$ cat config.mk
export PLATFORM = sky130hd
export DESIGN_NAME = word_clock_matrix_driver
export DESIGN_NICKNAME = d
export VERILOG_FILES = /design/src/hdl/wcm_pkg.sv /design/src/hdl/wcm_time_decode.sv /design/src/hdl/wcm_frame_scan.sv /design/src/hdl/word_clock_matrix_driver.sv
export VERILOG_INCLUDE_DIRS = /design/src /design/src/hdl
export SDC_FILE = /design/constraint.sdc
export NUM_CORES = 1
export LEC_CHECK = 0
export BUFFER_PORTS_ARGS = -buffer_cell sky130_fd_sc_hd__buf_2
export CORE_ASPECT_RATIO = 1.1
export CORE_MARGIN = 2
export CORE_UTILIZATION = 65
export DETAILED_ROUTE_END_ITERATION = 8
export PLACE_DENSITY = 0.86
export SLEW_MARGIN = 20
export SYNTH_ARGS = -nofsm -noshare
export SYNTH_HDL_FRONTEND = slang
export SYNTH_SLANG_ARGS = --single-unit
$ cat constraint.sdc
create_clock -name i_clk -period 13.88 [get_ports i_clk]
set_input_delay 2.776 -clock i_clk [delete_from_list [all_inputs] [get_ports i_clk]]
set_output_delay 2.776 -clock i_clk [all_outputs]
set_load 0.01 [all_outputs]
$ cat src/hdl/word_clock_matrix_driver_macros.svh
// assertion macros for the word clock matrix driver
`ifndef WORD_CLOCK_MATRIX_DRIVER_MACROS_SVH
`define WORD_CLOCK_MATRIX_DRIVER_MACROS_SVH

// same-cycle implication, checked out of reset
`define WCM_ASSERT_NOW(label, ante, cons, msg) \
    label: assert property (@(posedge i_clk) disable iff (!i_rst_n) (ante) |-> (cons)) \
        else $error(msg);

// next-cycle implication, checked out of reset
`define WCM_ASSERT_NEXT(label, ante, cons, msg) \
    label: assert property (@(posedge i_clk) disable iff (!i_rst_n) (ante) |=> (cons)) \
        else $error(msg);

`endif

$ cat src/hdl/wcm_pkg.sv
// shared types, layout tables and helpers for the word clock matrix driver
package wcm_pkg;

    localparam int ROWS  = 10;
    localparam int COLS  = 12;
    localparam int ROW_W = 4;

    typedef logic [COLS-1:0]  t_row;
    typedef t_row [ROWS-1:0]  t_frame;
    typedef logic [ROW_W-1:0] t_row_idx;

    // control from the pipeline to the frame store
    typedef struct packed {
        logic load;
        logic step;
    } t_scan_ctrl;

    localparam t_row_idx LAST_ROW = t_row_idx'(ROWS - 1);

    localparam logic [5:0] FIVE_MINUTE    = 6'd5;
    localparam logic [5:0] ADVANCE_MINUTE = 6'd35;

    // fixed words outside the tables
    localparam t_row_idx E_ROW      = 4'd7;
    localparam t_row     E_BITS     = 12'h800;
    localparam t_row_idx MENO_ROW   = 4'd6;
    localparam t_row     MENO_BITS  = 12'h01E;
    localparam t_row     DOT_BITS   = 12'h001;
    localparam t_row_idx ONE_ROW    = 4'd1;
    localparam t_row     ONE_BITS   = 12'hA00;
    localparam t_row_idx PLURAL_ROW = 4'd0;
    localparam t_row     PLURAL_BITS = 12'hF6E;
    localparam logic [3:0] HOUR_ONE = 4'd1;

    // minute words by five-minute step
    localparam t_row_idx MINUTE_ROW [13] = '{
        4'd0, 4'd8, 4'd9, 4'd7, 4'd8, 4'd8, 4'd9,
        4'd8, 4'd8, 4'd7, 4'd9, 4'd8, 4'd0
    };
    localparam t_row MINUTE_BITS [13] = '{
        12'h000, 12'h07E, 12'hF80, 12'h37E, 12'hF80, 12'hFFE, 12'h03E,
        12'hFFE, 12'hF80, 12'h37E, 12'hF80, 12'h07E, 12'h000
    };

    // hour words by displayed hour
    localparam t_row_idx HOUR_ROW [12] = '{
        4'd4, 4'd1, 4'd1, 4'd2, 4'd5, 4'd6, 4'd5, 4'd4, 4'd2, 4'd2, 4'd3, 4'd3
    };
    localparam t_row HOUR_BITS [12] = '{
        12'hFC0, 12'h1C0, 12'h01C, 12'hE00, 12'hFE0, 12'hFC0,
        12'h00E, 12'h03E, 12'h1E0, 12'h01E, 12'hF80, 12'h07E
    };

    // minute / 5 for 0..63 as multiply by 13 and shift by 6
    function automatic logic [3:0] div5(input logic [5:0] m);
        logic [9:0] prod;
        prod = 10'(m) * 10'd13;
        return prod[9:6];
    endfunction

    // value mod 12 for 0..32
    function automatic logic [3:0] mod12(input logic [5:0] v);
        logic [5:0] r;
        r = v;
        if (r >= 6'd24) begin
            r = r - 6'd24;
        end else if (r >= 6'd12) begin
            r = r - 6'd12;
        end
        return r[3:0];
    endfunction

endpackage

$ cat src/hdl/wcm_time_decode.sv
// decodes hour, minute and sync flag into a full LED frame
module wcm_time_decode (
    input  logic [4:0]      i_hour,
    input  logic [5:0]      i_minute,
    input  logic            i_sync_flag,
    output wcm_pkg::t_frame o_frame
);
    import wcm_pkg::*;

    logic       advance;
    logic [3:0] step;
    logic [5:0] step_base;
    logic [2:0] dots;
    logic [5:0] hour_adv;
    logic [3:0] shown;

    // arithmetic on the time fields
    always_comb begin
        advance   = (i_minute >= ADVANCE_MINUTE);
        step      = div5(i_minute);
        step_base = 6'({step, 2'b00}) + 6'(step);
        dots      = 3'(i_minute - step_base);
        hour_adv  = 6'(i_hour) + 6'(advance);
        shown     = mod12(hour_adv);
    end

    // word lighting
    always_comb begin
        o_frame = '0;
        if (i_minute >= FIVE_MINUTE) begin
            if (advance) begin
                o_frame[MENO_ROW] = MENO_BITS;
            end else begin
                o_frame[E_ROW] = E_BITS;
            end
        end
        o_frame[MINUTE_ROW[step]] = o_frame[MINUTE_ROW[step]] | MINUTE_BITS[step];
        // minute dots on the first four rows
        if (!i_sync_flag) begin
            for (int i = 0; i < 4; i++) begin
                if (3'(i) < dots) begin
                    o_frame[i] = o_frame[i] | DOT_BITS;
                end
            end
        end
        if (shown == HOUR_ONE) begin
            o_frame[ONE_ROW] = o_frame[ONE_ROW] | ONE_BITS;
        end else begin
            o_frame[PLURAL_ROW] = o_frame[PLURAL_ROW] | PLURAL_BITS;
        end
        o_frame[HOUR_ROW[shown]] = o_frame[HOUR_ROW[shown]] | HOUR_BITS[shown];
    end

endmodule

$ cat src/hdl/wcm_frame_scan.sv
// frame store and row scan counter
module wcm_frame_scan (
    input  logic              i_clk,
    input  logic              i_rst_n,
    input  wcm_pkg::t_scan_ctrl i_ctrl,
    input  wcm_pkg::t_frame   i_frame,
    output wcm_pkg::t_row_idx o_row,
    output wcm_pkg::t_row     o_row_bits
);
    import wcm_pkg::*;

    t_frame   r_frame;
    t_row_idx r_scan_row;
    t_row_idx n_scan_row;

    // next row with wrap after the last one
    always_comb begin
        n_scan_row = (r_scan_row == LAST_ROW) ? '0 : r_scan_row + t_row_idx'(1);
    end

    // frame replace and row advance
    always_ff @(posedge i_clk) begin
        if (!i_rst_n) begin
            r_frame    <= '0;
            r_scan_row <= '0;
        end else begin
            if (i_ctrl.load) begin
                r_frame <= i_frame;
            end
            if (i_ctrl.step) begin
                r_scan_row <= n_scan_row;
            end
        end
    end

    assign o_row      = r_scan_row;
    assign o_row_bits = r_frame[r_scan_row];

endmodule

$ cat src/hdl/word_clock_matrix_driver.sv
// top level of the word clock matrix driver: input register, decode, result register
//
//  channel | valid   | stall   | payload
//  --------+---------+---------+-------------------------------------------
//  input   | i_valid | o_stall | i_kind, i_hour, i_minute, i_sync_flag
//  output  | o_valid | i_stall | o_row_enable, o_column_drive, o_row_number
//
// One transaction per cycle unless stalled; scan rows leave via the result register.
// A time-set transaction replaces the frame when it leaves the input register.
// Reset darkens the frame and restarts the scan at row 0.
// The input register holds while a scan tick waits behind a stalled result.
`include "word_clock_matrix_driver_macros.svh"

module word_clock_matrix_driver (
    input  logic        i_clk,
    input  logic        i_rst_n,
    input  logic        i_valid,
    output logic        o_stall,
    input  logic        i_kind,
    input  logic [4:0]  i_hour,
    input  logic [5:0]  i_minute,
    input  logic        i_sync_flag,
    output logic        o_valid,
    input  logic        i_stall,
    output logic [9:0]  o_row_enable,
    output logic [11:0] o_column_drive,
    output logic [3:0]  o_row_number
);
    import wcm_pkg::*;

    logic       r_in_valid;
    logic       r_kind;
    logic [4:0] r_hour;
    logic [5:0] r_minute;
    logic       r_sync_flag;

    logic        r_out_valid;
    logic [ROWS-1:0] r_row_enable;
    t_row        r_column_drive;
    t_row_idx    r_row_number;

    logic       out_free;
    logic       advance;
    logic       take_in;
    t_scan_ctrl scan_ctrl;
    t_frame     new_frame;
    t_row_idx   scan_row;
    t_row       scan_bits;

    // handshake
    assign out_free  = !r_out_valid || !i_stall;
    assign advance   = r_in_valid && (r_kind || out_free);
    assign o_stall   = r_in_valid && !advance;
    assign take_in   = i_valid && !o_stall;

    assign scan_ctrl.load = advance && r_kind;
    assign scan_ctrl.step = advance && !r_kind;

    // input register
    always_ff @(posedge i_clk) begin
        if (!i_rst_n) begin
            r_in_valid <= 1'b0;
        end else if (take_in || advance) begin
            r_in_valid <= take_in;
        end
    end

    always_ff @(posedge i_clk) begin
        if (take_in) begin
            r_kind      <= i_kind;
            r_hour      <= i_hour;
            r_minute    <= i_minute;
            r_sync_flag <= i_sync_flag;
        end
    end

    wcm_time_decode u_decode (
        .i_hour      (r_hour),
        .i_minute    (r_minute),
        .i_sync_flag (r_sync_flag),
        .o_frame     (new_frame)
    );

    wcm_frame_scan u_scan (
        .i_clk      (i_clk),
        .i_rst_n    (i_rst_n),
        .i_ctrl     (scan_ctrl),
        .i_frame    (new_frame),
        .o_row      (scan_row),
        .o_row_bits (scan_bits)
    );

    // result register
    always_ff @(posedge i_clk) begin
        if (!i_rst_n) begin
            r_out_valid <= 1'b0;
        end else if (out_free) begin
            r_out_valid <= scan_ctrl.step;
        end
    end

    always_ff @(posedge i_clk) begin
        if (scan_ctrl.step) begin
            r_row_enable   <= ROWS'(1) << scan_row;
            r_column_drive <= scan_bits;
            r_row_number   <= scan_row;
        end
    end

    assign o_valid        = r_out_valid;
    assign o_row_enable   = r_row_enable;
    assign o_column_drive = r_column_drive;
    assign o_row_number   = r_row_number;

    // checks
    `WCM_ASSERT_NOW(a_row_onehot, o_valid, o_row_enable == (ROWS'(1) << o_row_number), "row enable does not match row number")
    `WCM_ASSERT_NOW(a_row_range, o_valid, o_row_number <= LAST_ROW, "row number out of range")
    `WCM_ASSERT_NEXT(a_scan_result, scan_ctrl.step, o_valid, "scan tick gave no result")
    `WCM_ASSERT_NOW(a_stall_held, o_stall, r_in_valid && !r_kind && r_out_valid, "stall without a blocked scan tick")

endmodule

==> results.tsv, run 1 <==
metric	value	unit
Util after Layout	72.8	%
Die W	109	microns
Vert. Die Dim	119	microns
clk_skew	9.19	ps
Setup TNS Final	0	ps
worst hold start	u_scan.r_frame[45]	
num ports	45	
post-synthesis cell count	795	
maxcap violations	0	
most area-consuming cells after synthesis	dfxtp_1 27%, edfxtp_1 15%, mux4_2 6.3%, ha_1 6.1%, nand2_1 3.9%	
WP data required	11100	ps
Async S/R FF share, synth	0	%
Final period util	43.8	%
GP Congestion	0.932	
status	finished clean	
syn avg cell area	9.84	sq um
Warnings, synthesis	0	
Pleak	3.46	nW
critical path endpoint category	output pin	
Slew headroom	25.4	%
Synth top area share	27.1	%
Detailed Place HPWL	12800	microns
clk root buf	clkbuf_16	
Synth area leader	dfxtp_1	
FF+latch count, synth	144	
clock latency on the worst-skew pair	430	ps
CTS sink count	144	
PwrDens	142	nW/um^2
Syn Nets	852	
CP max FO	3	
Inst Count DP	951	
Final #Nets	873	
vias	6466	
peak supply drop	0.0000924	V
Via density	6.58	
DR DRC count	0	
Final setup viols	0	
top_reg_cell synth	dfxtp_1	
slew of the pin with the lowest slew margin	1120	ps
cts repair resizes	0	
synthesized area	7830	sq um
initial antenna violation count	0	
RSZ-0062 raised after global routing	no	
# hold bufs at CTS	0	
crit path kind	in2out	
Setup Fix Bufs, Post-CTS	0	
data arrival time of the worst path	3310	ps
worst hold path type	reg2reg	
Netlist cell types	83	
initial drt markers	810	
CTS tree	done	
H-tree depth	4	
starting density of the core	65.9	%
layout cell share with drive strength beyond 1	16.5	%
DRT Wirelength	19400	microns
DIE AREA	12900	sq um
Critical R2R Launch	r_minute[2]	
wire length per cell	19.7	microns
Syn-to-layout area delta	10.5	%
Final Hold Fails	0	
Num CTS Buffers	17	
number of global-route vias before repair	6212	
first-pass detailed-route iteration total	8	
critical path launch point	i_stall	
ANT cells	0	
CORE AREA	11900	sq um
first-pass GRT wire length	31500	microns
Routed Antenna Nets	0	
Fmax achieved	164	MHz
Port-buffer cells	44	
total track usage	31.3	%
Final Max Slew Viols	0	
largest net degree at the start of global routing	55	
Row Count	42	
number of synthesized flops with an enable pin	38	
total gr overflow	0	
clk buf depth	2	
critical path launch point type	input pin	
post-synthesis sequential area ratio	41.7	%
min Tclk post-route	6090	ps
final std cells w/o fill	983	
clk slew on worst S/H paths	60	ps
[metal layers]
metal	wire [microns]	track usage, %	vias up
li1	-	-	2980
met1	7610	40.6	3099
met2	9590	50.2	327
met3	1490	6.35	60
met4	674	14.3	0
met5	0	0	-
[critical path: stages]
cell	delay (ps)
buf_2	100
nand2_1	60
nor2_1	200
buf_2	170
[area by class of cell]
| class | instances | area [sq um] |
|---|---|---|
| inverters | 18 | 67.6 |
| clock inverters | 14 | 134 |
| flip-flops and latches | 144 | 3260 |
| fillers | 822 | 3230 |
| multi-input cells | 584 | 4280 |
| clock buffers | 18 | 429 |
| well taps | 154 | 193 |
| repair buffers | 51 | 273 |
[Yosys cell counts, types with 5 or more instances]
library cell / count
dfxtp_1: 106
nand2_1: 81
o21ai_0: 56
nor2_1: 50
a21oi_1: 39
edfxtp_1: 38
ha_1: 38
clkbuf_1: 33
nand3_1: 25
mux2i_1: 24
mux4_2: 22
and3_1: 20
nor3_1: 19
a21o_1: 18
and2_1: 17
inv_1: 17
o21a_1: 14
nor2b_1: 12
o211ai_1: 9
o21ai_1: 8
xnor2_1: 8
a21boi_0: 6
buf_1: 6
buf_2: 6
nand2b_1: 6
nand4_1: 5
o211a_1: 5
o22ai_1: 5
[placed cells by master, fill, tap and decap left out, types with 4 or more instances in the layout]
| cell type | instances |
|---|---|
| a21boi_0 | 6 |
| a21o_1 | 18 |
| a21oi_1 | 38 |
| and2_1 | 17 |
| and3_1 | 20 |
| buf_2 | 44 |
| buf_4 | 7 |
| clkbuf_16 | 17 |
| clkinv_4 | 4 |
| dfxtp_1 | 105 |
| edfxtp_1 | 38 |
| ha_1 | 38 |
| inv_1 | 17 |
| mux2_2 | 4 |
| mux2i_1 | 24 |
| mux4_2 | 22 |
| nand2_1 | 81 |
| nand2b_1 | 6 |
| nand3_1 | 25 |
| nand4_1 | 5 |
| nor2_1 | 50 |
| nor2b_1 | 11 |
| nor3_1 | 19 |
| nor3b_1 | 4 |
| o211a_1 | 5 |
| o211ai_1 | 9 |
| o21a_1 | 14 |
| o21ai_0 | 56 |
| o21ai_1 | 8 |
| o22ai_1 | 5 |
| o311a_1 | 4 |
| o31a_1 | 4 |
| o31ai_1 | 4 |
| or4_1 | 4 |
| xnor2_1 | 8 |
| xor2_1 | 4 |
[worst paths after layout]
| path | cells past startpoint | endpoint | slack (ps) |
|---|---|---|---|
| hold / removal | 2 | u_scan.r_frame[45] | 450 |
| setup / recovery | 4 | o_stall | 7790 |
| setup reg to reg | 19 | u_scan.r_frame[46] | 7880 |
| hold reg to reg | 2 | u_scan.r_frame[45] | 450 |
[state kept, by name, summed over array words and instances (netlist names)]
signal          cells
o_column_drive     11
o_row_enable       10
o_row_number        4
o_valid             1
r_hour              5
r_in_valid          1
r_kind              1
r_minute            6
r_sync_flag         1
u_scan.o_row        4
u_scan.r_frame    100
[report_power, final]
part | switching (W) | internal, W | leakage, nW
logic | 0.000218 | 0.000116 | 1.97
registers | 0.00000968 | 0.000447 | 1.23
clock network | 0.000191 | 0.000249 | 0.267
total | 0.000419 | 0.000812 | 3.46
[metrics by stage]
stage          power (W)  area (sq um)  hold slack (ps)  setup slack [ps]
5_1_grt          0.00128          8640              479              7550
4_1_cts          0.00122          8640              451              7840
6_report         0.00123          8640              447              7790
2_1_floorplan   0.000717          7830              420              8040
3_5_place_dp    0.000786          8080              439              7840
3_3_place_gp    0.000768          8080              428              7860
[cell families (layout without fill, tap and decap cells)]
family,after synthesis,count (layout),share of synthesized area (%)
xor gates and xnor gates,13,13,1.55
DFF,144,144,41.7
and+or+nand+nor,266,266,17.1
AOI/OAI and AO/OA,214,214,19.2
adders and majority gates,40,40,6.59
muxes,51,51,10.2
buffers and inverters,67,101,3.65
(Power assumes the default switching activity.)
==> run 2, diff against run 1 <==
- ABC_AREA: not set -> 1
- CORE_UTILIZATION: 65 -> 55
- PLACE_DENSITY: 0.86 -> 0.78
- clock period: 13.88 -> 5.5 ns (I/O delays scaled with it)
==> run 2 against run 1 <==
Against the previous run: non-clock buffer count down 1; combinational power up 130%; critical path depth rose by 19; clock skew down 1.7 ps; synthesized cell count increased by 24%.
==> results.tsv, run 2 <==
metric	value	unit
syn avg cell area	7.77	sq um
placed inst area	7990	sq um
starting density of the core	55.8	%
wire length per cell	15.5	microns
most area-consuming cells after synthesis	dfxtp_1 28%, edfxtp_1 15%, nand2_1 14%, a21oi_1 7.3%, ha_1 6.2%	
Synth top cells by count	283 x nand2_1, 111 x a21oi_1, 106 x dfxtp_1, 74 x inv_1, 62 x nor2_1	
cts repair resizes	0	
Async S/R FF share, synth	0	%
Setup Fix Bufs, Post-CTS	0	
Port-buffer cells	44	
first-pass detailed-route iteration total	5	
Routed Antenna Nets	0	
Worst Hold End	u_scan.r_frame[60]	
Setup TNS Final	0	ps
Row Count	45	
largest net degree at the start of global routing	91	
max incr delay on CP	530	ps
commonest non-fill, non-tap cell in the layout	nand2_1	
Die W	116	microns
CTS sink count	144	
clk buf depth	2	
Warnings, synthesis	0	
num ports	45	
critical path launch point type	flop	
Final Max Slew Viols	0	
CP max-delay cell	nor2_2	
peak supply drop	0.000170	V
crit path kind	reg2reg	
worst hold stages	2	
Pleak	3.61	nW
Synth top area share	27.8	%
vias	6774	
Syn-to-layout area delta	12.4	%
Final Hold Fails	0	
critical path endpoint category	flop	
DR DRC count	0	
slew of the pin with the lowest slew margin	973	ps
clock latency on the worst-skew pair	430	ps
WP data required	5860	ps
top_reg_cell synth	dfxtp_1	
status	finished clean	
Slew headroom	35.1	%
post-synthesis cell count	983	
Netlist cell types	46	
clk_skew	7.45	ps
FF-to-FF path depth	23	
total track usage	26.7	%
flop-to-flop setup slack	1260	ps
Final #Nets	1075	
synthesized area	7630	sq um
capturing point of the worst reg2reg path	u_scan.r_frame[63]	
Syn Nets	1040	
worst hold start	u_scan.r_frame[60]	
Synth area leader	dfxtp_1	
initial drt markers	802	
Critical R2R Launch	r_minute[0]	
FF+latch count, synth	144	
Finished Cell Area	8580	sq um
Vert. Die Dim	128	microns
CP max FO	13	
Via density	5.56	
DIE AREA	14800	sq um
first-pass GRT wire length	30500	microns
initial antenna violation count	0	
layout cell share with drive strength beyond 1	15.7	%
Detailed Place HPWL	13300	microns
data arrival time of the worst path	4600	ps
number of global-route vias before repair	6174	
# hold bufs at CTS	0	
DRT Wirelength	18900	microns
CTS tree	done	
max reg flops	100	
Final period util	77.0	%
CORE AREA	13700	sq um
worst hold path type	reg2reg	
most frequent cells in the layout	282 x nand2_1, 110 x a21oi_1, 106 x dfxtp_1	
RSZ-0062 raised after global routing	no	
Fmax achieved	236	MHz
clk slew on worst S/H paths	60	ps
GP Congestion	0.952	
most common cell in the netlist	nand2_1	
clk root buf	clkbuf_16	
Reg with most FFs	u_scan.r_frame	
maxcap violations	0	
H-tree depth	4	
total gr overflow	0	
Filler cells	1230	
worst-path cell chain	ha_1 -> nor2_1 -> nand2_1 -> a21oi_1 -> inv_1 -> ha_1 -> ha_1 -> xnor2_1 -> inv_2 -> ha_1 -> nor2_2 -> nand2_1 -> nand2_1 -> nand3_2 -> nand2_4 -> inv_2 -> nand2_2 -> nand2_4 -> nor2_2 -> nand2_2 -> nand4_2 -> nand2_1 -> a21oi_1	
total power	0.00304	W
ANT cells	0	
number of synthesized flops with an enable pin	38	
min Tclk post-route	4240	ps
PwrDens	354	nW/um^2
Final setup viols	0	
post-synthesis sequential area ratio	42.7	%
Num CTS Buffers	17	
==> run 2: logic make-up (layout without fill, tap and decap cells) <==
family,Yosys count,in the layout,share of synthesized area [%]
xor+xnor,5,5,0.574
flops,144,144,42.7
mux,1,1,0.131
compound gates,203,203,15.5
fa+ha+maj,40,40,6.75
buf+inv,122,170,6.28
simple gates,468,468,28.0
==> run 2: through the flow <==
step | std cells | utilization (%) | worst slack [ps] | hold slack, ps
global placement | 1187 | 58.4 | 1350 | 429
CTS | 1219 | 62.7 | 1290 | 441
floorplan | 983 | - | 1770 | 419
detailed placement | 1187 | 58.4 | 1300 | 431
global route | 1219 | 62.7 | 808 | 469
finish | 1219 | 62.7 | 1260 | 440
==> run 2: routing by layer <==
metal  track usage [%]  routed length, microns
met2              43.4                    9050
met4              11.6                     536
met1              34.1                    7950
met3              5.83                    1390
met5                 0                       0
==> run 2: report_power, final <==
group | total [W] | internal (W) | switching, W
combinational | 0.000756 | 0.000221 | 0.000535
clock | 0.00113 | 0.000670 | 0.000463
sequential | 0.00115 | 0.00113 | 0.0000222
==> run 2: area by class of cell <==
type	count	area (sq um)	area share [%]
clock buffer	17	425	4.96
clock inverter	15	156	1.82
inverter	88	333	3.88
multi-input combinational	717	3900	45.5
sequential	144	3260	38.0
tap	188	235	2.74
timing repair buffer	50	265	3.09
==> run 2: how the worst max path moves through the flow <==
stage | slack, ps | startpoint | cells past startpoint | to
floorplan | 1770 | r_minute[2] | 20 | u_scan.r_frame[85]
global placement | 1350 | r_minute[2] | 21 | u_scan.r_frame[28]
detailed placement | 1300 | r_minute[0] | 23 | u_scan.r_frame[51]
CTS | 1290 | r_minute[0] | 23 | u_scan.r_frame[63]
global route | 810 | r_minute[0] | 23 | u_scan.r_frame[25]
finish | 1260 | r_minute[0] | 23 | u_scan.r_frame[63]
==> run 2: critical path: cells and delay by family (launching register included) <==
family	cells	cell delay, ps
xor+xnor	1	310
compound gates	2	290
flops	1	450
simple gates	13	1930
buf+inv	3	260
fa+ha+maj	4	920
